===== src/hw/rtl/vrt_pkg.sv =====
// vrt_pkg: shared types and constants of the voxel ray traversal block
// no dependencies

package vrt_pkg;

    localparam int NUM_AXES = 3;

    // t of an axis that never moves: 2.0 in unsigned Q2.30
    localparam logic [31:0] T_TWO = 32'h8000_0000;

    // per-axis step direction codes
    typedef logic [1:0] step_sign_t;
    localparam step_sign_t SIGN_ZERO = 2'b00;
    localparam step_sign_t SIGN_POS  = 2'b01;
    localparam step_sign_t SIGN_NEG  = 2'b11;

endpackage


===== src/hw/rtl/voxel_ray_traversal_3d_top.sv =====
// voxel_ray_traversal_3d_top: 3-D voxel walk of one ray per item
// depends on vrt_pkg
//
// Usage
//   Input channel (in_valid/in_ready): one ray, start and end points in
//   voxel units, signed fixed point with COORD_FRAC_BITS fraction bits.
//   Output channel (out_valid/out_ready): the voxels crossed, from the floor
//   of start to the floor of end, one per item; last_voxel marks the end of
//   the run, cut_short marks a run stopped after MAX_STEPS steps.
//   Setup per ray: an axis step for each axis, plus, for each moving axis,
//   its two boundary divisions on the shared radix-4 divider (each a
//   saturation check, then restoring steps of two quotient bits each), plus
//   a finish step. Then the walk gives one voxel per cycle while out_ready
//   is high. in_ready is high only while no ray is in flight.
//   A stalled receiver holds the current voxel steady; the walk resumes
//   when it is taken.
//   Reset clears the sequencer; the block comes up idle and ready.

module voxel_ray_traversal_3d_top #(
    parameter int MAX_STEPS       = 63,
    parameter int COORD_FRAC_BITS = 16,
    parameter int INDEX_BITS      = 16
) (
    input  logic               clk,
    input  logic               rst_n,
    input  logic               in_valid,
    output logic               in_ready,
    input  logic signed [31:0] start_x,
    input  logic signed [31:0] start_y,
    input  logic signed [31:0] start_z,
    input  logic signed [31:0] end_x,
    input  logic signed [31:0] end_y,
    input  logic signed [31:0] end_z,
    output logic               out_valid,
    input  logic               out_ready,
    output logic signed [15:0] voxel_x,
    output logic signed [15:0] voxel_y,
    output logic signed [15:0] voxel_z,
    output logic               last_voxel,
    output logic               cut_short
);
    import vrt_pkg::*;

    localparam int FB = COORD_FRAC_BITS;
    localparam int IB = INDEX_BITS;
    localparam int NW = FB + 31;
    localparam int HW = NW - 32;
    localparam int SW = $clog2(MAX_STEPS + 1);
    localparam int OW = (IB > 16) ? IB : 16;

    localparam logic [2:0] S_IDLE = 3'd0;
    localparam logic [2:0] S_AXIS = 3'd1;
    localparam logic [2:0] S_LOAD = 3'd2;
    localparam logic [2:0] S_DIV  = 3'd3;
    localparam logic [2:0] S_FIN  = 3'd4;
    localparam logic [2:0] S_RUN  = 3'd5;

    logic [2:0]               state_reg, state_next;
    logic signed [31:0]       start_reg [NUM_AXES], start_next [NUM_AXES];
    logic signed [31:0]       end_reg [NUM_AXES], end_next [NUM_AXES];
    logic [1:0]               ax_reg, ax_next;
    logic                     sel_reg, sel_next;
    logic [3:0]               cnt_reg, cnt_next;
    logic [31:0]              rem_reg, rem_next;
    logic [31:0]              low_reg, low_next;
    logic [31:0]              quo_reg, quo_next;
    logic                     sat_reg, sat_next;
    logic [32:0]              d_reg, d_next;
    logic [FB:0]              num_reg, num_next;
    logic [IB-1:0]            cell_reg [NUM_AXES], cell_next [NUM_AXES];
    step_sign_t               sign_reg [NUM_AXES], sign_next [NUM_AXES];
    logic [31:0]              tnext_reg [NUM_AXES], tnext_next [NUM_AXES];
    logic [31:0]              tper_reg [NUM_AXES], tper_next [NUM_AXES];
    logic [35:0]              man_reg, man_next;
    logic [SW-1:0]            steps_reg, steps_next;
    logic                     cut_reg, cut_next;

    // axis setup terms
    logic signed [33:0] s_ext, e_ext, s_fl, e_fl, diff;
    logic [33:0]        adiff;
    logic signed [32:0] delta;
    logic [32:0]        dabs;
    logic [FB-1:0]      fs;
    logic [FB:0]        num_w;

    // divider terms
    logic [NW-1:0] nsh;
    logic [HW-1:0] hi;
    logic [32:0]   t1, t2;
    logic [31:0]   r1, r2;
    logic          q1, q2;
    logic [31:0]   qres;

    // walk terms
    logic [1:0]  m;
    logic [32:0] tsum;
    logic        is_cut;

    assign s_ext = 34'(start_reg[ax_reg]);
    assign e_ext = 34'(end_reg[ax_reg]);
    assign s_fl  = s_ext >>> FB;
    assign e_fl  = e_ext >>> FB;
    assign diff  = e_fl - s_fl;
    assign adiff = diff[33] ? 34'(-diff) : 34'(diff);
    assign delta = 33'(end_reg[ax_reg]) - 33'(start_reg[ax_reg]);
    assign dabs  = delta[32] ? 33'(-delta) : 33'(delta);
    assign fs    = start_reg[ax_reg][FB-1:0];
    assign num_w = delta[32] ? {1'b0, fs} : ((FB+1)'(1) << FB) - {1'b0, fs};

    // dividend: distance to boundary or one full cell, scaled by 2^30
    assign nsh = sel_reg ? (NW'(1) << (FB + 30)) : (NW'(num_reg) << 30);
    assign hi  = nsh[NW-1:32];

    // two restoring steps per cycle
    assign t1   = {rem_reg, low_reg[31]};
    assign q1   = (t1 >= d_reg);
    assign r1   = q1 ? 32'(t1 - d_reg) : t1[31:0];
    assign t2   = {r1, low_reg[30]};
    assign q2   = (t2 >= d_reg);
    assign r2   = q2 ? 32'(t2 - d_reg) : t2[31:0];
    assign qres = sat_reg ? 32'hFFFF_FFFF : {quo_reg[29:0], q1, q2};

    // axis with smallest t, ties to the lower axis
    always_comb
    begin
        m = 2'd0;
        if (tnext_reg[1] < tnext_reg[m])
        begin
            m = 2'd1;
        end
        if (tnext_reg[2] < tnext_reg[m])
        begin
            m = 2'd2;
        end
    end

    assign tsum   = {1'b0, tnext_reg[m]} + {1'b0, tper_reg[m]};
    assign is_cut = (man_reg > 36'(MAX_STEPS));

    // sequencer
    always_comb
    begin
        state_next = state_reg;
        start_next = start_reg;
        end_next   = end_reg;
        ax_next    = ax_reg;
        sel_next   = sel_reg;
        cnt_next   = cnt_reg;
        rem_next   = rem_reg;
        low_next   = low_reg;
        quo_next   = quo_reg;
        sat_next   = sat_reg;
        d_next     = d_reg;
        num_next   = num_reg;
        cell_next  = cell_reg;
        sign_next  = sign_reg;
        tnext_next = tnext_reg;
        tper_next  = tper_reg;
        man_next   = man_reg;
        steps_next = steps_reg;
        cut_next   = cut_reg;

        unique case (state_reg)
            S_IDLE:
            begin
                if (in_valid)
                begin
                    start_next[0] = start_x;
                    start_next[1] = start_y;
                    start_next[2] = start_z;
                    end_next[0]   = end_x;
                    end_next[1]   = end_y;
                    end_next[2]   = end_z;
                    ax_next       = 2'd0;
                    man_next      = '0;
                    state_next    = S_AXIS;
                end
            end
            S_AXIS:
            begin
                cell_next[ax_reg] = s_fl[IB-1:0];
                man_next          = man_reg + 36'(adiff);
                d_next            = dabs;
                num_next          = num_w;
                sel_next          = 1'b0;
                if (delta == '0)
                begin
                    sign_next[ax_reg]  = SIGN_ZERO;
                    tnext_next[ax_reg] = T_TWO;
                    tper_next[ax_reg]  = T_TWO;
                    if (ax_reg == 2'd2)
                    begin
                        state_next = S_FIN;
                    end
                    else
                    begin
                        ax_next = ax_reg + 2'd1;
                    end
                end
                else
                begin
                    sign_next[ax_reg] = delta[32] ? SIGN_NEG : SIGN_POS;
                    state_next        = S_LOAD;
                end
            end
            S_LOAD:
            begin
                sat_next   = (33'(hi) >= d_reg);
                rem_next   = 32'(hi);
                low_next   = nsh[31:0];
                quo_next   = '0;
                cnt_next   = '0;
                state_next = S_DIV;
            end
            S_DIV:
            begin
                rem_next = r2;
                low_next = {low_reg[29:0], 2'b00};
                quo_next = {quo_reg[29:0], q1, q2};
                cnt_next = cnt_reg + 4'd1;
                if (cnt_reg == 4'd15)
                begin
                    if (!sel_reg)
                    begin
                        tnext_next[ax_reg] = qres;
                        sel_next           = 1'b1;
                        state_next         = S_LOAD;
                    end
                    else
                    begin
                        tper_next[ax_reg] = qres;
                        if (ax_reg == 2'd2)
                        begin
                            state_next = S_FIN;
                        end
                        else
                        begin
                            ax_next    = ax_reg + 2'd1;
                            state_next = S_AXIS;
                        end
                    end
                end
            end
            S_FIN:
            begin
                cut_next   = is_cut;
                steps_next = is_cut ? SW'(MAX_STEPS) : man_reg[SW-1:0];
                state_next = S_RUN;
            end
            S_RUN:
            begin
                if (out_ready)
                begin
                    if (steps_reg == '0)
                    begin
                        state_next = S_IDLE;
                    end
                    else
                    begin
                        if (sign_reg[m] == SIGN_POS)
                        begin
                            cell_next[m] = cell_reg[m] + IB'(1);
                        end
                        else if (sign_reg[m] == SIGN_NEG)
                        begin
                            cell_next[m] = cell_reg[m] - IB'(1);
                        end
                        tnext_next[m] = tsum[32] ? 32'hFFFF_FFFF : tsum[31:0];
                        steps_next    = steps_reg - SW'(1);
                    end
                end
            end
            default:
            begin
                state_next = S_IDLE;
            end
        endcase
    end

    // state registers
    always_ff @(posedge clk or negedge rst_n)
    begin
        if (!rst_n)
        begin
            state_reg <= S_IDLE;
            ax_reg    <= '0;
            sel_reg   <= 1'b0;
            cnt_reg   <= '0;
            man_reg   <= '0;
            steps_reg <= '0;
            cut_reg   <= 1'b0;
            sat_reg   <= 1'b0;
            for (int i = 0; i < NUM_AXES; i++)
            begin
                cell_reg[i] <= '0;
                sign_reg[i] <= SIGN_ZERO;
            end
        end
        else
        begin
            state_reg <= state_next;
            ax_reg    <= ax_next;
            sel_reg   <= sel_next;
            cnt_reg   <= cnt_next;
            man_reg   <= man_next;
            steps_reg <= steps_next;
            cut_reg   <= cut_next;
            sat_reg   <= sat_next;
            cell_reg  <= cell_next;
            sign_reg  <= sign_next;
        end
    end

    // datapath registers
    always_ff @(posedge clk)
    begin
        start_reg <= start_next;
        end_reg   <= end_next;
        rem_reg   <= rem_next;
        low_reg   <= low_next;
        quo_reg   <= quo_next;
        d_reg     <= d_next;
        num_reg   <= num_next;
        tnext_reg <= tnext_next;
        tper_reg  <= tper_next;
    end

    // outputs
    logic signed [OW-1:0] vx_w, vy_w, vz_w;
    assign vx_w = OW'($signed(cell_reg[0]));
    assign vy_w = OW'($signed(cell_reg[1]));
    assign vz_w = OW'($signed(cell_reg[2]));

    assign in_ready   = (state_reg == S_IDLE);
    assign out_valid  = (state_reg == S_RUN);
    assign voxel_x    = vx_w[15:0];
    assign voxel_y    = vy_w[15:0];
    assign voxel_z    = vz_w[15:0];
    assign last_voxel = (steps_reg == '0);
    assign cut_short  = (steps_reg == '0) && cut_reg;

endmodule


===== config.mk =====
export PLATFORM = sky130hd
export DESIGN_NAME = voxel_ray_traversal_3d_top
export DESIGN_NICKNAME = d
export VERILOG_FILES = /design/src/hw/rtl/vrt_pkg.sv /design/src/hw/rtl/voxel_ray_traversal_3d_top.sv
export SDC_FILE = /design/constraint.sdc
export NUM_CORES = 2
export LEC_CHECK = 0
export BUFFER_PORTS_ARGS = -buffer_cell sky130_fd_sc_hd__clkbuf_2
export CELL_PAD_IN_SITES_DETAIL_PLACEMENT = 2
export CELL_PAD_IN_SITES_GLOBAL_PLACEMENT = 2
export CORE_ASPECT_RATIO = 0.8
export CORE_MARGIN = 2
export CORE_UTILIZATION = 43
export DETAILED_ROUTE_END_ITERATION = 10
export PLACE_DENSITY_LB_ADDON = 0.1
export SYNTH_ARGS = -nofsm -noshare
export SYNTH_HDL_FRONTEND = slang
export SYNTH_SLANG_ARGS = --single-unit

===== constraint.sdc =====
create_clock -name clk -period 16.6 [get_ports clk]
set_input_delay 0.83 -clock clk [delete_from_list [all_inputs] [get_ports clk]]
set_output_delay 0.83 -clock clk [all_outputs]
set_load 0.02 [all_outputs]

======== Word-level counts from Yosys, hierarchy flattened ========
Index checks and enable logic that the tools add are counted.
storage, ports and cells
  latch bits .............................. 0
  RAM bits ................................ 0
  bits of input ports ..................... 196
  ROM bits ................................ 0
  register bits ........................... 636
  word-level logic and storage cells ...... 201
  output and inout bits ................... 52
  memories ................................ 0
cells by class
  add/sub/neg operators ................... 14
  bitwise operators ....................... 10
  reduce and logical (&&, ||, !) cells .... 22
  divide/modulo/power cells ............... 0
  order comparisons ....................... 11
  equal/unequal tests ..................... 19
  $mul .................................... 0
  shift-type cells ........................ 0
  mux-type cells .......................... 92
operators by type and width
  cell                 count
  $mux 96              8
  $mux 32              17
  $bmux 32 s2          5
  $bwmux 96            3
  $pmux 96 s3          1
  $mux 48              4
  $pmux 96 s2          1
  $and 93x93->93       2
  $bwmux 48            3
  $demux 32 s2         2
  $pmux 32 s2          2
  $pmux 48 s2          1
  $not 93->93          1
  $mux 16              5
  $pmux 36 s2          1
  $ge 33x33->1         2
  $demux 16 s2         2
  $lt 32x32->1         2
  $sub 32x32->32       2
  $pmux 30 s2          1
  $mux 47              1
  $add 36x34->36       1
  $gt 36x6->1 const B  1
  $mux 36              1
  other kinds (54)     99

======== Longest topological paths before layout ========
  word-level depth ........................ 19
  mapped depth ............................ 40
  gate-level depth less buffers ........... 32

======== Worst setup path after synthesis ========
OpenSTA, ideal clock, no wires.
  path type ............................... reg-to-reg
  start point ............................. reg ax_reg[1]
  end point ............................... reg tnext_reg[0] (netlist bit), enable pin
  cell stages (with the launch flop) ...... 23
  period minus slack after synthesis ...... 11.133 ns
  data arrival time ....................... 10.550 ns
  required time ........................... 16.017 ns
  setup slack ............................. 5.467 ns
  library setup time ...................... 0.583 ns
  buffers on the path ..................... 4
  cell sequence ........................... dfrtp_1 buf_1 buf_1 buf_1 buf_1 mux2i_1 o21ai_0 ha_1 o21a_1 o31a_1 o41ai_4 a31oi_1 o41ai_2 a21oi_1 or4_1 or3_1 nor4b_2 and3_1 ha_1 nor2_1 o32ai_1 nand2_1 a21oi_1
between the ends
  longest elaborated chain between the ends .. 8
  elaborated cells on any way between the ends .. 11
  those cells by class .................... add/sub: 1; eq/ne: 1; mux: 6; bitwise: 1; reduce/logical: 2
ends and longest elaborated chain
  item                                     RTL line                           source
  start: declaration                       voxel_ray_traversal_3d_top.sv:61   logic [1:0] ax_reg, ax_next;
  start signal: assignment                 voxel_ray_traversal_3d_top.sv:302  ax_reg <= ax_next;
  $not 2->3 (not written as such) (*)      voxel_ray_traversal_3d_top.sv:105  assign delta = 33'(end_reg[ax_reg]) - 33'(start_reg[ax_reg]);
  $bmux 32 s2                              voxel_ray_traversal_3d_top.sv:105
  $mux 32 (on tied branches) (2 in a row)  --
  $sub 32x32->33 (*)                       voxel_ray_traversal_3d_top.sv:105
  $logic_not 33->1 (*)                     voxel_ray_traversal_3d_top.sv:186  if (delta == '0)
  $ne 2x2->1 (no source line) (*)          --
  $reduce_and 6->1 (no source line) (*)    --
  end signal: assignment                   voxel_ray_traversal_3d_top.sv:324  tnext_reg <= tnext_next;
  end: declaration                         voxel_ray_traversal_3d_top.sv:72   logic [31:0] tnext_reg [NUM_AXES], tnext_next [NUM_AXES];
Every way passes the cells marked *; elsewhere a longest branch is shown, timed or not. The select of a mux whose other input is x is not followed.
A chain may end at the register's enable or synchronous reset.

==> key figures <==
Setup path
  • Top cell by count, worst path: ha_1
  • Startpoint Class: flop
  • CP max stage delay: 0.80 ns
  • Critical path peak fanout: 59
  • Worst path required time: 16.98 ns
  • Critical Setup Path Class: reg -> reg
  • CP Data Arrival Time: approximately 11 ns
  • CP Capture Type: flop
  • R2R depth: 31
  • Worst Path Buf+Inv: 2
  • Critical path depth: 31
  • CP delay by family, top: compound AO/OA/AOI/OAI gates
  • Crit path max-delay cell type: o21a_1

Detailed routing
  • DRT iter0 DRCs: just over 3000
  • DRT Pass-1 Iters: 5
  • DRC: 0
  • Routed WL per cell: 29.5 µm
  • Routed Antenna Nets: 0
  • Total Wirelength: roughly 160 mm
  • Via Count: 35800
  • DR vias/cell: 6.42

Timing
  • Final hold vios: 0
  • Worst Max-Slew Pin Slew: 1.31 ns
  • Setup TNS: 0 ns
  • RSZ-0062 raised after global routing: false
  • Max-slew headroom: about 12%
  • Maximum clock frequency: 90.1 MHz
  • Final setup fails: 0
  • Final min period: 11.10 ns
  • Final period util: 66.8%
  • Fin. max-slew vios: 0
  • Layout Skew: roughly 0.036 ns
  • Setup ws final: 5.50 ns
  • Tightest hold margin: around 0.14 ns

Placement
  • Post-DP Area: 42300 µm²
  • RD Place Congestion: 0.900
  • Final HPWL DP: 116 mm
  • I/O Buffers: ~250
  • Place WS: ~5.8 ns

CTS
  • CTS buffer count: 71
  • CTS tree: yes
  • Depth of the CTS H-tree: 3
  • Clk root buf: clkbuf_16
  • Clk sink count: 606
  • Postcts setup bufs: 0
  • Worst-Skew Late Latency: 0.65 ns
  • Max Root-Sink Buffers: 3
  • # hold bufs at CTS: 0
  • Post-CTS sizing: 0
  • Clock-pin slew on the worst setup and hold paths: ~0.07 ns

Finish
  • Final net count: approximately 4800
  • Commonest cells after routing, fill and taps aside: edfxtp_1, nand2_1, o21ai_0
  • Synth-to-layout area growth: 12.4%
  • Commonest non-fill, non-tap cell in the layout: edfxtp_1
  • Design area: 44600 µm²
  • Layout cells sized above 1: between 10% and 20%

Yosys
  • Seq cells post-synth: 606
  • Post-Synthesis Cell Area: 39700 µm²
  • Mapped Cells: 4111
  • Sequential fraction of the synthesis area: 44.5%
  • Async SR Flop Fraction: 17.8%
  • Synth warn: 0
  • EDFF count, synth: 498
  • Ys flop type: edfxtp_1
  • Avg Cell Area, Syn: 9.65 µm²
  • Post-synth cell types: a little under 90

Outcome
  • Status: finished clean

Floorplan
  • Die extent in y: 276 µm
  • Die width: 344 µm
  • Row Count: 99
  • IO Count: 248
  • Starting Density: 43.5%
  • Die area: between 90000 and 100000 µm²
  • Core ar.: 91300 µm²

Global routing
  • Initial antenna violation count: 7
  • Largest net degree at the start of global routing: around 120
  • GR Overflow Total: 0
  • First-pass GRT wire length: approximately 250 mm
  • Vias in the first global route: 38300
  • Overall routing resource usage: 34.1%

Worst hold path
  • Min-Delay Path Class: in -> async

Run
  • Max_cap viols: 0
==> layout make-up <==
cell class	instances	area (µm²)
antenna	2	5.00
clock buffer	83	1870
clock inverter	48	444
fill	9581	46700
inverter	150	572
multi-input combinational	3176	20900
sequential	606	17700
tap	1212	1520
timing repair buffer	300	1640
==> logic make-up after synthesis <==
family / after synthesis / synth area share (%)
AO/OA/AOI/OAI: 1240 / 19.7
XOR/XNOR: 210 / 4.64
adder cells (fa/ha/maj): 260 / 8.31
buffers and inverters: 345 / 3.35
flip-flops: 606 / 44.5
multiplexers: 185 / 4.80
other: 1 / 0.00945
AND/OR/NAND/NOR: 1264 / 14.7
==> through the flow <==
step           util [%]  instances
4_1_cts            48.8       5575
5_1_grt            48.8       5575
3_5_place_dp       46.3       5444
3_3_place_gp       46.3       5444
2_1_floorplan         -       4127
6_report           48.8       5577
==> final timing paths <==
path	startpoint	endpoint	slack, ns
max	tnext_reg[51]$_DFFE_PP_	tnext_reg[46]$_DFFE_PP_	5.50
min	rst_n	sign_reg[3]$_DFFE_PN0P_	0.14
max reg2reg	tnext_reg[51]$_DFFE_PP_	tnext_reg[46]$_DFFE_PP_	5.50
min reg2reg	sign_reg[5]$_DFFE_PN0P_	sign_reg[5]$_DFFE_PN0P_	0.50
max in group asynchronous	rst_n	voxel_y[1]$_DFFE_PN0P_	15.49
min in group clk	end_y[12]	end_reg[44]$_DFFE_PP_	0.35
==> metal layers <==
metal	global-route usage, %	up-vias	share of wire [%]
li1	-	15700	-
met1	47.6	18500	45
met2	55.2	1351	46
met3	4.73	267	6.3
met4	10.4	2	3.0
met5	0	-	0.0079
==> cells in the mapped netlist (37+ instances only) <==
library cell	number	area, µm²
nor2b_1	42	263
inv_1	150	563
dfrtp_1	108	2700
xor2_1	65	569
o21ai_0	370	1850
nand3_1	104	521
nor3_1	58	290
o221ai_1	57	499
nand4_1	38	238
xnor2_1	145	1270
and3_1	68	425
o21a_1	37	278
edfxtp_1	498	15000
o22ai_1	55	344
nand2b_1	54	338
clkbuf_1	160	601
mux2_2	41	462
a21oi_1	314	1570
ha_1	254	3180
mux2i_1	144	1440
a21o_1	93	698
nor2_1	362	1360
nand2_1	424	1590
Power is left out: the tool's default activity adds up to more than one toggle a clock period on the data nets, which glitch-free logic cannot reach.
